**src/design/grouped_quartile_estimator_assert.svh**
```systemverilog
// assertion macros for the grouped quartile estimator
// included by the rtl files that carry concurrent assertions; no other dependencies
`ifndef GROUPED_QUARTILE_ESTIMATOR_ASSERT_SVH
`define GROUPED_QUARTILE_ESTIMATOR_ASSERT_SVH
`ifndef SYNTHESIS
// antecedent implies consequent in the same cycle
`define GQE_ASSERT_IMP(lbl, clk, rst, ante, cons) \
   lbl: assert property (@(posedge clk) disable iff (rst) (ante) |-> (cons)) \
      else $error("gqe assertion failed");
// antecedent implies consequent in the next cycle
`define GQE_ASSERT_NXT(lbl, clk, rst, ante, cons) \
   lbl: assert property (@(posedge clk) disable iff (rst) (ante) |=> (cons)) \
      else $error("gqe assertion failed");
`else
`define GQE_ASSERT_IMP(lbl, clk, rst, ante, cons)
`define GQE_ASSERT_NXT(lbl, clk, rst, ante, cons)
`endif
`endif

```
**src/design/gqe_pkg.sv**
```systemverilog
// shared widths, register indexes and types of the grouped quartile estimator
// no dependencies
`default_nettype none

package gqe_pkg;

   // storage sizing
   localparam int MAX_CLASSES = 64;
   localparam int IDX_W       = $clog2(MAX_CLASSES);
   localparam int FREQ_W      = 16;
   localparam int CUM_W       = FREQ_W + IDX_W;
   localparam int POS_W       = CUM_W + 2;
   localparam int DIFF_W      = FREQ_W + 2;
   localparam int NUMC_W      = 7;
   localparam int EFF_W       = (NUMC_W > IDX_W + 1) ? NUMC_W : IDX_W + 1;

   // value path
   localparam int VALUE_W     = 32;
   localparam int WIDTH_W     = 31;
   localparam int PROD_W      = DIFF_W + WIDTH_W;
   localparam int LOWER_W     = WIDTH_W + IDX_W + 3;
   localparam int DIV_CNT_W   = $clog2(WIDTH_W);
   localparam int QNUM_W      = 2;

   // class queue between front and back
   localparam int QUEUE_DEPTH = 4;
   localparam int QPTR_W      = $clog2(QUEUE_DEPTH);

   // control registers
   localparam int CSR_IDX_W = 2;
   localparam logic [CSR_IDX_W-1:0] CSR_NUM_CLASSES       = 2'd0;
   localparam logic [CSR_IDX_W-1:0] CSR_FIRST_LOWER_LIMIT = 2'd1;
   localparam logic [CSR_IDX_W-1:0] CSR_CLASS_WIDTH       = 2'd2;

   localparam logic [NUMC_W-1:0]  NUM_CLASSES_RST = 7'd1;
   localparam logic [WIDTH_W-1:0] CLASS_WIDTH_RST = 31'd65536;

   // quartile codes
   localparam logic [QNUM_W-1:0] QUART_1 = 2'd1;
   localparam logic [QNUM_W-1:0] QUART_2 = 2'd2;
   localparam logic [QNUM_W-1:0] QUART_3 = 2'd3;

   // one classified class
   typedef struct packed {
      logic [FREQ_W-1:0] freq;
      logic [IDX_W-1:0]  idx;
      logic              last;
   } gqe_entry_type;

   // class geometry seen by the back end
   typedef struct packed {
      logic [VALUE_W-1:0] first_lower_limit;
      logic [WIDTH_W-1:0] class_width;
   } gqe_cfg_type;

endpackage

`default_nettype wire

```
**src/design/grouped_quartile_estimator.sv**
```systemverilog
// Grouped quartile estimator, top level.
//
// req_ channel: one class frequency per transfer, classes in order. After
// num_classes transfers (clamped to 1..64) the run ends and the block emits
// three transfers on the rsp_ channel: Q1, Q2, Q3, the last one flagged by
// rsp_last_result. Values are signed Q16.16, saturated; a quartile landing in
// an empty class returns that class's lower limit with rsp_zero_frequency_hit.
// csr_ channel: register writes (0 num_classes, 1 first_lower_limit,
// 2 class_width), always ready, to be written between runs.
// Loading takes one class per cycle while the back end is in its load state,
// and the front takes up to four classes ahead into its queue. The last class
// of a run starts the search over the cumulative-count memory; each quartile
// then passes the product and the 31-step divider (both skipped for an empty
// class), the sum and the output register. Reset clears the run, the queue
// and the output valid flag and loads the register defaults. While rsp_stall
// is high the result holds and the back end waits; the front keeps taking
// classes until its queue fills.
// depends on gqe_pkg, gqe_front, gqe_queue, gqe_back
`default_nettype none

module grouped_quartile_estimator (
   input  wire logic                          clock,
   input  wire logic                          reset,
   input  wire logic                          req_valid,
   output logic                               req_stall,
   input  wire logic [15:0]                   req_class_frequency,
   output logic                               rsp_valid,
   input  wire logic                          rsp_stall,
   output logic [1:0]                         rsp_quartile_number,
   output logic signed [31:0]                 rsp_quartile_value,
   output logic                               rsp_zero_frequency_hit,
   output logic                               rsp_last_result,
   input  wire logic                          csr_valid,
   output logic                               csr_ready,
   input  wire logic [gqe_pkg::CSR_IDX_W-1:0] csr_index,
   input  wire logic [31:0]                   csr_wdata
);
   import gqe_pkg::*;

   logic          q_push;
   logic          q_pop;
   logic          q_full;
   logic          q_empty;
   gqe_entry_type q_push_data;
   gqe_entry_type q_pop_data;
   gqe_cfg_type   cfg;

   // accept and classify
   gqe_front u_front (
      .clock               (clock),
      .reset               (reset),
      .req_valid           (req_valid),
      .req_stall           (req_stall),
      .req_class_frequency (req_class_frequency),
      .csr_valid           (csr_valid),
      .csr_ready           (csr_ready),
      .csr_index           (csr_index),
      .csr_wdata           (csr_wdata),
      .q_push              (q_push),
      .q_push_data         (q_push_data),
      .q_full              (q_full),
      .cfg                 (cfg)
   );

   // decoupling queue
   gqe_queue u_queue (
      .clock     (clock),
      .reset     (reset),
      .push      (q_push),
      .push_data (q_push_data),
      .pop       (q_pop),
      .pop_data  (q_pop_data),
      .full      (q_full),
      .empty     (q_empty)
   );

   // store, search, divide and emit
   gqe_back u_back (
      .clock                  (clock),
      .reset                  (reset),
      .q_empty                (q_empty),
      .q_pop                  (q_pop),
      .q_data                 (q_pop_data),
      .cfg                    (cfg),
      .rsp_valid              (rsp_valid),
      .rsp_stall              (rsp_stall),
      .rsp_quartile_number    (rsp_quartile_number),
      .rsp_quartile_value     (rsp_quartile_value),
      .rsp_zero_frequency_hit (rsp_zero_frequency_hit),
      .rsp_last_result        (rsp_last_result)
   );

endmodule

`default_nettype wire

```
**src/design/gqe_ram.sv**
```systemverilog
// generic single write port ram with registered read
// no dependencies
`default_nettype none

module gqe_ram #(
   parameter int WIDTH = 22,
   parameter int DEPTH = 64
) (
   input  wire logic                     clock,
   input  wire logic                     wr_en,
   input  wire logic [$clog2(DEPTH)-1:0] wr_addr,
   input  wire logic [WIDTH-1:0]         wr_data,
   input  wire logic [$clog2(DEPTH)-1:0] rd_addr,
   output logic      [WIDTH-1:0]         rd_data
);

   logic [WIDTH-1:0] mem_ff [DEPTH];
   logic [WIDTH-1:0] rd_data_ff;

   // write port and registered read port
   always_ff @(posedge clock) begin
      if (wr_en) begin
         mem_ff[wr_addr] <= wr_data;
      end
      rd_data_ff <= mem_ff[rd_addr];
   end

   assign rd_data = rd_data_ff;

endmodule

`default_nettype wire

```
**src/design/gqe_front.sv**
```systemverilog
// front end: control registers, class counting and run-end classification
// depends on gqe_pkg
`default_nettype none

module gqe_front (
   input  wire logic                          clock,
   input  wire logic                          reset,
   input  wire logic                          req_valid,
   output logic                               req_stall,
   input  wire logic [15:0]                   req_class_frequency,
   input  wire logic                          csr_valid,
   output logic                               csr_ready,
   input  wire logic [gqe_pkg::CSR_IDX_W-1:0] csr_index,
   input  wire logic [31:0]                   csr_wdata,
   output logic                               q_push,
   output gqe_pkg::gqe_entry_type             q_push_data,
   input  wire logic                          q_full,
   output gqe_pkg::gqe_cfg_type               cfg
);
   import gqe_pkg::*;

   logic [NUMC_W-1:0]  num_classes_ff, num_classes_in;
   logic [VALUE_W-1:0] first_lower_ff, first_lower_in;
   logic [WIDTH_W-1:0] class_width_ff, class_width_in;
   logic [IDX_W-1:0]   loaded_ff, loaded_in;
   logic [EFF_W-1:0]   eff_count;
   logic [EFF_W-1:0]   next_count;
   logic               run_last;

   // register writes are always taken
   assign csr_ready = 1'b1;

   always_comb begin
      num_classes_in = num_classes_ff;
      first_lower_in = first_lower_ff;
      class_width_in = class_width_ff;
      if (csr_valid) begin
         case (csr_index)
            CSR_NUM_CLASSES:       num_classes_in = csr_wdata[NUMC_W-1:0];
            CSR_FIRST_LOWER_LIMIT: first_lower_in = csr_wdata[VALUE_W-1:0];
            CSR_CLASS_WIDTH:       class_width_in = csr_wdata[WIDTH_W-1:0];
            default:               num_classes_in = num_classes_ff;
         endcase
      end
   end

   // run length clamped to one .. max classes
   always_comb begin
      if (num_classes_ff == '0) begin
         eff_count = EFF_W'(1);
      end else if (EFF_W'(num_classes_ff) > EFF_W'(MAX_CLASSES)) begin
         eff_count = EFF_W'(MAX_CLASSES);
      end else begin
         eff_count = EFF_W'(num_classes_ff);
      end
   end

   // classify each transfer and hand it to the queue
   assign next_count = EFF_W'(loaded_ff) + EFF_W'(1);
   assign run_last   = (next_count >= eff_count);
   assign req_stall  = q_full;
   assign q_push     = req_valid && !q_full;

   assign q_push_data.freq = req_class_frequency;
   assign q_push_data.idx  = loaded_ff;
   assign q_push_data.last = run_last;

   always_comb begin
      loaded_in = loaded_ff;
      if (q_push) begin
         loaded_in = run_last ? '0 : loaded_ff + IDX_W'(1);
      end
   end

   assign cfg.first_lower_limit = first_lower_ff;
   assign cfg.class_width       = class_width_ff;

   always_ff @(posedge clock) begin
      if (reset) begin
         num_classes_ff <= NUM_CLASSES_RST;
         first_lower_ff <= '0;
         class_width_ff <= CLASS_WIDTH_RST;
         loaded_ff      <= '0;
      end else begin
         num_classes_ff <= num_classes_in;
         first_lower_ff <= first_lower_in;
         class_width_ff <= class_width_in;
         loaded_ff      <= loaded_in;
      end
   end

endmodule

`default_nettype wire

```
**src/design/gqe_queue.sv**
```systemverilog
// short class queue between front and back ends
// depends on gqe_pkg
`default_nettype none

module gqe_queue (
   input  wire logic                   clock,
   input  wire logic                   reset,
   input  wire logic                   push,
   input  gqe_pkg::gqe_entry_type      push_data,
   input  wire logic                   pop,
   output gqe_pkg::gqe_entry_type      pop_data,
   output logic                        full,
   output logic                        empty
);
   import gqe_pkg::*;

   gqe_entry_type       entries_ff [QUEUE_DEPTH];
   logic [QPTR_W-1:0]   wr_ptr_ff, wr_ptr_in;
   logic [QPTR_W-1:0]   rd_ptr_ff, rd_ptr_in;
   logic [QPTR_W:0]     count_ff, count_in;

   assign full     = (count_ff == (QPTR_W+1)'(QUEUE_DEPTH));
   assign empty    = (count_ff == '0);
   assign pop_data = entries_ff[rd_ptr_ff];

   // pointer and fill bookkeeping
   always_comb begin
      wr_ptr_in = push ? wr_ptr_ff + QPTR_W'(1) : wr_ptr_ff;
      rd_ptr_in = pop  ? rd_ptr_ff + QPTR_W'(1) : rd_ptr_ff;
      count_in  = count_ff;
      if (push && !pop) begin
         count_in = count_ff + (QPTR_W+1)'(1);
      end else if (pop && !push) begin
         count_in = count_ff - (QPTR_W+1)'(1);
      end
   end

   always_ff @(posedge clock) begin
      if (reset) begin
         wr_ptr_ff <= '0;
         rd_ptr_ff <= '0;
         count_ff  <= '0;
      end else begin
         wr_ptr_ff <= wr_ptr_in;
         rd_ptr_ff <= rd_ptr_in;
         count_ff  <= count_in;
      end
   end

   // entry storage
   always_ff @(posedge clock) begin
      if (push) begin
         entries_ff[wr_ptr_ff] <= push_data;
      end
   end

endmodule

`default_nettype wire

```
**src/design/gqe_back.sv**
```systemverilog
// back end: cumulative store, class search, bit-serial divider and result register
// depends on gqe_pkg, gqe_ram and the assertion macro header
`default_nettype none
`include "grouped_quartile_estimator_assert.svh"

module gqe_back (
   input  wire logic                     clock,
   input  wire logic                     reset,
   input  wire logic                     q_empty,
   output logic                          q_pop,
   input  gqe_pkg::gqe_entry_type        q_data,
   input  gqe_pkg::gqe_cfg_type          cfg,
   output logic                          rsp_valid,
   input  wire logic                     rsp_stall,
   output logic [1:0]                    rsp_quartile_number,
   output logic signed [31:0]            rsp_quartile_value,
   output logic                          rsp_zero_frequency_hit,
   output logic                          rsp_last_result
);
   import gqe_pkg::*;

   typedef enum logic [2:0] {
      B_LOAD,
      B_ADDR,
      B_CMP,
      B_MUL,
      B_DIV,
      B_SUM,
      B_OUT
   } state_type;

   state_type                  state_ff, state_in;
   logic [CUM_W-1:0]           total_ff, total_in;
   logic [IDX_W-1:0]           last_idx_ff, last_idx_in;
   logic [IDX_W-1:0]           j_ff, j_in;
   logic [QNUM_W-1:0]          q_ff, q_in;
   logic [CUM_W-1:0]           prev_ff, prev_in;
   logic signed [LOWER_W-1:0]  lower_ff, lower_in;
   logic [FREQ_W-1:0]          freq_ff, freq_in;
   logic [DIFF_W-1:0]          diff4_ff, diff4_in;
   logic [DIFF_W-1:0]          rem_ff, rem_in;
   logic [WIDTH_W-1:0]         quo_ff, quo_in;
   logic [DIV_CNT_W-1:0]       step_ff, step_in;
   logic                       zero_ff, zero_in;
   logic                       rsp_valid_ff, rsp_valid_in;
   logic [QNUM_W-1:0]          rsp_number_ff, rsp_number_in;
   logic [VALUE_W-1:0]         rsp_value_ff, rsp_value_in;
   logic                       rsp_zero_ff, rsp_zero_in;
   logic                       rsp_last_result_ff, rsp_last_result_in;

   logic                       ram_we;
   logic [CUM_W-1:0]           wr_sum;
   logic [CUM_W-1:0]           cum;
   logic [POS_W-1:0]           pos4;
   logic [POS_W-1:0]           cum4;
   logic [POS_W-1:0]           prev4;
   logic [POS_W-1:0]           diff4_wide;
   logic [CUM_W-1:0]           freq_diff;
   logic                       match;
   logic [PROD_W-1:0]          product;
   logic [DIFF_W-1:0]          divisor;
   logic [DIFF_W:0]            shifted;
   logic [DIFF_W:0]            sub_val;
   logic                       div_ge;
   logic signed [LOWER_W-1:0]  sum;
   logic                       sat_hi;
   logic                       sat_lo;
   logic [VALUE_W-1:0]         sat_value;

   // cumulative counts, one entry per class
   gqe_ram #(
      .WIDTH (CUM_W),
      .DEPTH (MAX_CLASSES)
   ) u_cum_ram (
      .clock   (clock),
      .wr_en   (ram_we),
      .wr_addr (q_data.idx),
      .wr_data (wr_sum),
      .rd_addr (j_ff),
      .rd_data (cum)
   );

   assign wr_sum = total_ff + CUM_W'(q_data.freq);

   // quartile position in quarter units
   always_comb begin
      case (q_ff)
         QUART_1: pos4 = POS_W'(total_ff);
         QUART_2: pos4 = POS_W'({total_ff, 1'b0});
         QUART_3: pos4 = POS_W'(total_ff) + POS_W'({total_ff, 1'b0});
         default: pos4 = '0;
      endcase
   end

   // class search compare
   assign cum4       = {cum, 2'b00};
   assign prev4      = {prev_ff, 2'b00};
   assign match      = (pos4 <= cum4) || (j_ff == last_idx_ff);
   assign freq_diff  = cum - prev_ff;
   assign diff4_wide = pos4 - prev4;

   // interpolation product, then one quotient bit per cycle
   assign product = PROD_W'(diff4_ff) * PROD_W'(cfg.class_width);
   assign divisor = {freq_ff, 2'b00};
   assign shifted = {rem_ff, quo_ff[WIDTH_W-1]};
   assign div_ge  = (shifted >= {1'b0, divisor});
   assign sub_val = shifted - {1'b0, divisor};

   // lower limit plus term, saturated to 32 bits
   assign sum       = lower_ff + $signed({{(LOWER_W-WIDTH_W){1'b0}}, quo_ff});
   assign sat_hi    = !sum[LOWER_W-1] && (|sum[LOWER_W-2:VALUE_W-1]);
   assign sat_lo    = sum[LOWER_W-1] && !(&sum[LOWER_W-2:VALUE_W-1]);
   assign sat_value = sat_hi ? {1'b0, {(VALUE_W-1){1'b1}}} :
                      sat_lo ? {1'b1, {(VALUE_W-1){1'b0}}} : sum[VALUE_W-1:0];

   // sequencer
   always_comb begin
      state_in           = state_ff;
      total_in           = total_ff;
      last_idx_in        = last_idx_ff;
      j_in               = j_ff;
      q_in               = q_ff;
      prev_in            = prev_ff;
      lower_in           = lower_ff;
      freq_in            = freq_ff;
      diff4_in           = diff4_ff;
      rem_in             = rem_ff;
      quo_in             = quo_ff;
      step_in            = step_ff;
      zero_in            = zero_ff;
      rsp_valid_in       = rsp_valid_ff;
      rsp_number_in      = rsp_number_ff;
      rsp_value_in       = rsp_value_ff;
      rsp_zero_in        = rsp_zero_ff;
      rsp_last_result_in = rsp_last_result_ff;
      q_pop              = 1'b0;
      ram_we             = 1'b0;
      case (state_ff)
         B_LOAD: begin
            if (!q_empty) begin
               q_pop    = 1'b1;
               ram_we   = 1'b1;
               total_in = wr_sum;
               if (q_data.last) begin
                  last_idx_in = q_data.idx;
                  j_in        = '0;
                  q_in        = QUART_1;
                  prev_in     = '0;
                  lower_in    = {{(LOWER_W-VALUE_W){cfg.first_lower_limit[VALUE_W-1]}},
                                 cfg.first_lower_limit};
                  state_in    = B_ADDR;
               end
            end
         end
         B_ADDR: begin
            state_in = B_CMP;
         end
         B_CMP: begin
            if (match) begin
               freq_in  = freq_diff[FREQ_W-1:0];
               diff4_in = diff4_wide[DIFF_W-1:0];
               zero_in  = (freq_diff == '0);
               if (freq_diff == '0) begin
                  quo_in   = '0;
                  state_in = B_SUM;
               end else begin
                  state_in = B_MUL;
               end
            end else begin
               prev_in  = cum;
               j_in     = j_ff + IDX_W'(1);
               lower_in = lower_ff + $signed({{(LOWER_W-WIDTH_W){1'b0}}, cfg.class_width});
               state_in = B_ADDR;
            end
         end
         B_MUL: begin
            rem_in   = product[PROD_W-1:WIDTH_W];
            quo_in   = product[WIDTH_W-1:0];
            step_in  = '0;
            state_in = B_DIV;
         end
         B_DIV: begin
            rem_in  = div_ge ? sub_val[DIFF_W-1:0] : shifted[DIFF_W-1:0];
            quo_in  = {quo_ff[WIDTH_W-2:0], div_ge};
            step_in = step_ff + DIV_CNT_W'(1);
            if (step_ff == DIV_CNT_W'(WIDTH_W - 1)) begin
               state_in = B_SUM;
            end
         end
         B_SUM: begin
            rsp_valid_in       = 1'b1;
            rsp_number_in      = q_ff;
            rsp_value_in       = sat_value;
            rsp_zero_in        = zero_ff;
            rsp_last_result_in = (q_ff == QUART_3);
            state_in           = B_OUT;
         end
         B_OUT: begin
            if (!rsp_stall) begin
               rsp_valid_in = 1'b0;
               if (q_ff == QUART_3) begin
                  total_in = '0;
                  state_in = B_LOAD;
               end else begin
                  q_in     = q_ff + QNUM_W'(1);
                  state_in = B_CMP;
               end
            end
         end
         default: begin
            state_in = B_LOAD;
         end
      endcase
   end

   always_ff @(posedge clock) begin
      if (reset) begin
         state_ff     <= B_LOAD;
         total_ff     <= '0;
         rsp_valid_ff <= 1'b0;
      end else begin
         state_ff           <= state_in;
         total_ff           <= total_in;
         rsp_valid_ff       <= rsp_valid_in;
         last_idx_ff        <= last_idx_in;
         j_ff               <= j_in;
         q_ff               <= q_in;
         prev_ff            <= prev_in;
         lower_ff           <= lower_in;
         freq_ff            <= freq_in;
         diff4_ff           <= diff4_in;
         rem_ff             <= rem_in;
         quo_ff             <= quo_in;
         step_ff            <= step_in;
         zero_ff            <= zero_in;
         rsp_number_ff      <= rsp_number_in;
         rsp_value_ff       <= rsp_value_in;
         rsp_zero_ff        <= rsp_zero_in;
         rsp_last_result_ff <= rsp_last_result_in;
      end
   end

   assign rsp_valid              = rsp_valid_ff;
   assign rsp_quartile_number    = rsp_number_ff;
   assign rsp_quartile_value     = rsp_value_ff;
   assign rsp_zero_frequency_hit = rsp_zero_ff;
   assign rsp_last_result        = rsp_last_result_ff;

   // partial remainder stays below the divisor
   `GQE_ASSERT_IMP(a_rem_below_div, clock, reset, state_ff == B_DIV, rem_ff < divisor)
   // the search never runs past the last loaded class
   `GQE_ASSERT_IMP(a_scan_in_range, clock, reset, state_ff == B_CMP, j_ff <= last_idx_ff)
   // a hit never lies before the previous cumulative count
   `GQE_ASSERT_IMP(a_pos_after_prev, clock, reset, (state_ff == B_CMP) && match, pos4 >= prev4)
   // a result is shown only from the output state
   `GQE_ASSERT_IMP(a_valid_in_out, clock, reset, rsp_valid_ff, state_ff == B_OUT)
   // the last transfer of a run clears the total and resumes loading
   `GQE_ASSERT_NXT(a_run_end, clock, reset,
      rsp_valid_ff && !rsp_stall && rsp_last_result_ff,
      (state_ff == B_LOAD) && (total_ff == '0))

endmodule

`default_nettype wire

```
**config.mk**
```make
export PLATFORM = sky130hd
export DESIGN_NAME = grouped_quartile_estimator
export DESIGN_NICKNAME = d
export VERILOG_FILES = /design/src/design/gqe_pkg.sv /design/src/design/grouped_quartile_estimator.sv /design/src/design/gqe_ram.sv /design/src/design/gqe_front.sv /design/src/design/gqe_queue.sv /design/src/design/gqe_back.sv
export VERILOG_INCLUDE_DIRS = /design/src /design/src/design
export SDC_FILE = /design/constraint.sdc
export NUM_CORES = 2
export LEC_CHECK = 0
export ABC_AREA = 0
export BUFFER_PORTS_ARGS = -buffer_cell sky130_fd_sc_hd__buf_2
export CAP_MARGIN = 20
export CELL_PAD_IN_SITES_DETAIL_PLACEMENT = 0
export CELL_PAD_IN_SITES_GLOBAL_PLACEMENT = 1
export CORE_MARGIN = 10
export CORE_UTILIZATION = 30
export CTS_CLUSTER_SIZE = 16
export DETAILED_ROUTE_END_ITERATION = 10
export PLACE_DENSITY = 0.61
export SYNTH_ARGS = -nofsm -noshare
export SYNTH_HDL_FRONTEND = slang
export SYNTH_SLANG_ARGS = --single-unit
```
**constraint.sdc**
```tcl
create_clock -name clock -period 13.2 [get_ports clock]
set_input_delay 0 -clock clock [delete_from_list [all_inputs] [get_ports clock]]
set_output_delay 0 -clock clock [all_outputs]
set_load 0.005 [all_outputs]
```
==> impl_metrics.csv <==
group,metric,value,unit
global_route,grt_max_degree,130,
synth,synth_area_leader_cell,"edfxtp_1",
synth,syn_avg_cell_area,14.51,µm²
worst_setup_path,reg2regPathDepth,24,
worst_setup_path,critPathLaunch,"u_back.diff4_ff[6]",
synth,seq_area_frac_synth,0.5604,
timing,fin_crit_sh,0.6012,
timing,grt_setup_unrepaired,"no",
timing,slew_violations,0,
synth,synth_cell_types,95,
clock_tree,clock-sinks,1834,
clock_tree,clockRootBuffer,"clkbuf_16",
clock_tree,postCtsHoldBufs,109,
synth,syn_nets,7453,
clock_tree,cts_made_buffers,197,
clock_tree,htree_levels,4,
clock_tree,postCtsSetupBuffers,0,
timing,worst_slew_pin_slew,1.124,ns
global_route,grtUsageMet3,0.01986,
timing,hold_viol,0,
timing,period_needed,7.936,ns
worst_setup_path,r2r-end,"u_back.rem_ff[17]",
global_route,grt_pass1_vias,58510,
timing,maxSlewHeadroom,0.2463,
layout,regArea,53740,µm²
clock_tree,cts_tree,"yes",
worst_setup_path,cp.required,13.80,ns
min_path,hold_class,"in -> reg",
synth,yosys_warnings,0,
placed_design,hpwl,169200,µm
worst_setup_path,r2r_slack,5.26,ns
layout,syn_to_final_growth,14.18,%
flow_run,drv_cap,0,
power,ir_drop,0.0002088,V
die,die_w,585.4,µm
layout,nets,7707,
die,die_y,585.4,µm
layout,drive_gt1_frac,0.1655,
timing,clock_skew,0.1294,ns
worst_setup_path,critPathLaunchType,"flip-flop",
global_route,grt_usage,0.1512,
worst_setup_path,crit_arrival,8.54,ns
timing,tns,0,ns
detailed_routing,drt_iter0_drc,4413,
detailed_routing,drc,0,
synth,netlist_area,95900,µm²
global_route,grt_overflow,0,
status,status,"completed",
clock_tree,cts_max_path_buffers,4,
placed_design,place_congestion,0.8298,
clock_tree,ctsResizeCount,0,
clock_tree,clk_latency,0.89,ns
die,start_util,0.3015,
layout,layout_commonest_cell,"edfxtp_1",
die,rows,207,
layout,num-fill-cells,30510,
worst_setup_path,endpoint,"u_back.rem_ff[17]",
synth,ys_seq_elements,1834,
global_route,busiest_layer,"met2",
die,ios,94,
worst_setup_path,worstReg2RegStart,"u_back.diff4_ff[6]",
synth,netlist.area_leader.share,0.5326,
layout,multi_input_area,38780,µm²
placed_design,place_area,102200,µm²
global_route,grtUsageMet1,0.2023,
synth,ys.flop_type,"edfxtp_1",
clock_tree,clk_pin_slew_worst_paths,0.06,ns
synth,async_flop_share,0,
detailed_routing,via_per_inst,4.928,
worst_setup_path,crit_path_end_kind,"flip-flop",
worst_setup_path,cp_max_fo,19,
power,power.density,180.6,nW/µm²
timing,fmax,126.0,MHz
worst_setup_path,critPathKind,"reg -> reg",
global_route,grtUsageMet2,0.2618,
power,p_leak,39.81,nW
die,core-area,318100,µm²
detailed_routing,vias,55200,
synth,synthCells,6609,
detailed_routing,drt_wl_total,262600,µm
placed_design,port_buffers,92,
die,die_area,342700,µm²
global_route,antenna_found_initial,10,
detailed_routing,post_drt_wl_per_cell,23.44,µm
detailed_routing,drtAntennaViolNets,0,
detailed_routing,first_pass_iters,5,
synth,synth_edf_count,1701,
global_route,grt_pass1_wl,393900,µm
synth,synth.area.top_cells,"edfxtp_1 (53%), mux4_2 (11%), fa_1 (9.9%)",
layout,layout_common_cells,"edfxtp_1 (1,701), inv_1 (689), nand2_1 (646)",
timing,setup_viol_count_final,0,
layout,design_area,109500,µm²
Yosys cell counts, types with 32 or more instances:
cell	count
clkbuf_1	262
nand2_1	647
edfxtp_1	1701
mux4_2	485
inv_1	689
a21oi_1	261
fa_1	472
nor2_1	266
buf_1	55
a22oi_1	34
nor2b_1	32
and2_1	227
nor3_1	41
dfxtp_1	133
xor2_1	79
a21o_1	119
nand3_1	65
xnor2_1	112
o21ai_0	152
ha_1	317
critical path: stages, from the launching register on:
cell,delay (ns)
edfxtp_1,0.64
buf_4,0.32
and2_1,0.20
fa_1,0.53
inv_1,0.05
fa_1,0.47
fa_1,0.50
fa_1,0.54
inv_1,0.05
fa_1,0.49
inv_1,0.05
fa_1,0.47
inv_1,0.04
ha_1,0.34
a21o_1,0.18
a21oi_1,0.17
o21ai_0,0.13
a211oi_1,0.93
a211oi_1,0.26
a2111oi_0,0.52
buf_4,0.23
o211a_1,0.20
o21ai_0,0.12
xnor2_1,0.17
a21oi_1,0.08
worst min-delay path by stage:
stage                                      start                        end  cells past startpoint
after global placement    req_class_frequency[9]  u_queue.entries_ff[3][16]                      1
after detailed placement  req_class_frequency[2]   u_queue.entries_ff[2][9]                      1
after global routing                csr_wdata[5]  u_front.class_width_ff[5]                      4
after floorplan           req_class_frequency[3]  u_queue.entries_ff[0][10]                      0
after CTS                           csr_wdata[2]  u_front.num_classes_ff[2]                      4
final                               csr_wdata[2]  u_front.num_classes_ff[2]                      4
cell type report:
class                           count  area share
Multi-Input combinational cell   3759      0.3542
Sequential cell                  1834      0.4908
Timing Repair Buffer              381     0.02708
Antenna cell                        9   0.0002057
Tap cell                         4180     0.04777
Clock inverter                     94    0.008136
Clock buffer                      255     0.04814
Inverter                          690     0.02368
logic make-up after synthesis:
logic type | Yosys count | share of synthesized area
buffers and inverters | 1016 | 0.04042
AND/OR/NAND/NOR | 1440 | 0.06956
adder cells (fa/ha/maj) | 789 | 0.1399
XOR/XNOR | 191 | 0.01744
other | 1 | 0.00003910
AO/OA/AOI/OAI | 830 | 0.05586
multiplexers | 508 | 0.1164
flip-flops | 1834 | 0.5604
through the flow:
step,instances,hold WS [ns],total power [W],util,setup WS [ns]
after floorplan,6609,0.09887,0.01215,-,1.678
after global placement,10730,0.2108,0.01442,0.3212,5.270
after detailed placement,10730,0.2192,0.01457,0.3212,5.183
after CTS,11190,0.0005115,0.02001,0.3441,5.218
after global routing,11190,0.03633,0.02074,0.3442,4.878
final,11200,0.05139,0.01978,0.3443,5.264
state kept, by name (all words and copies together) (netlist names), 31 cells and up, named ones only:
signal                     cells
u_front.first_lower_ff        32
u_back.rsp_quartile_value     32
u_front.class_width_ff        31
u_back.lower_ff               40
u_back.quo_ff                 31
u_back.u_cum_ram.mem_ff     1408
u_queue.entries_ff            92
where the power goes:
group	leakage [nW]	internal, W	switching (W)
clock network	3.00	0.00312	0.00226
logic	20.2	0.00206	0.00418
registers	16.6	0.00796	0.000208
layer usage:
layer | wire [µm] | vias up
met5 | 13 | -
met4 | 6866 | 2
met3 | 12000 | 343
met2 | 130400 | 1283
met1 | 113400 | 29010
li1 | - | 24560
No activity file was read; power rests on OpenSTA's default activity.
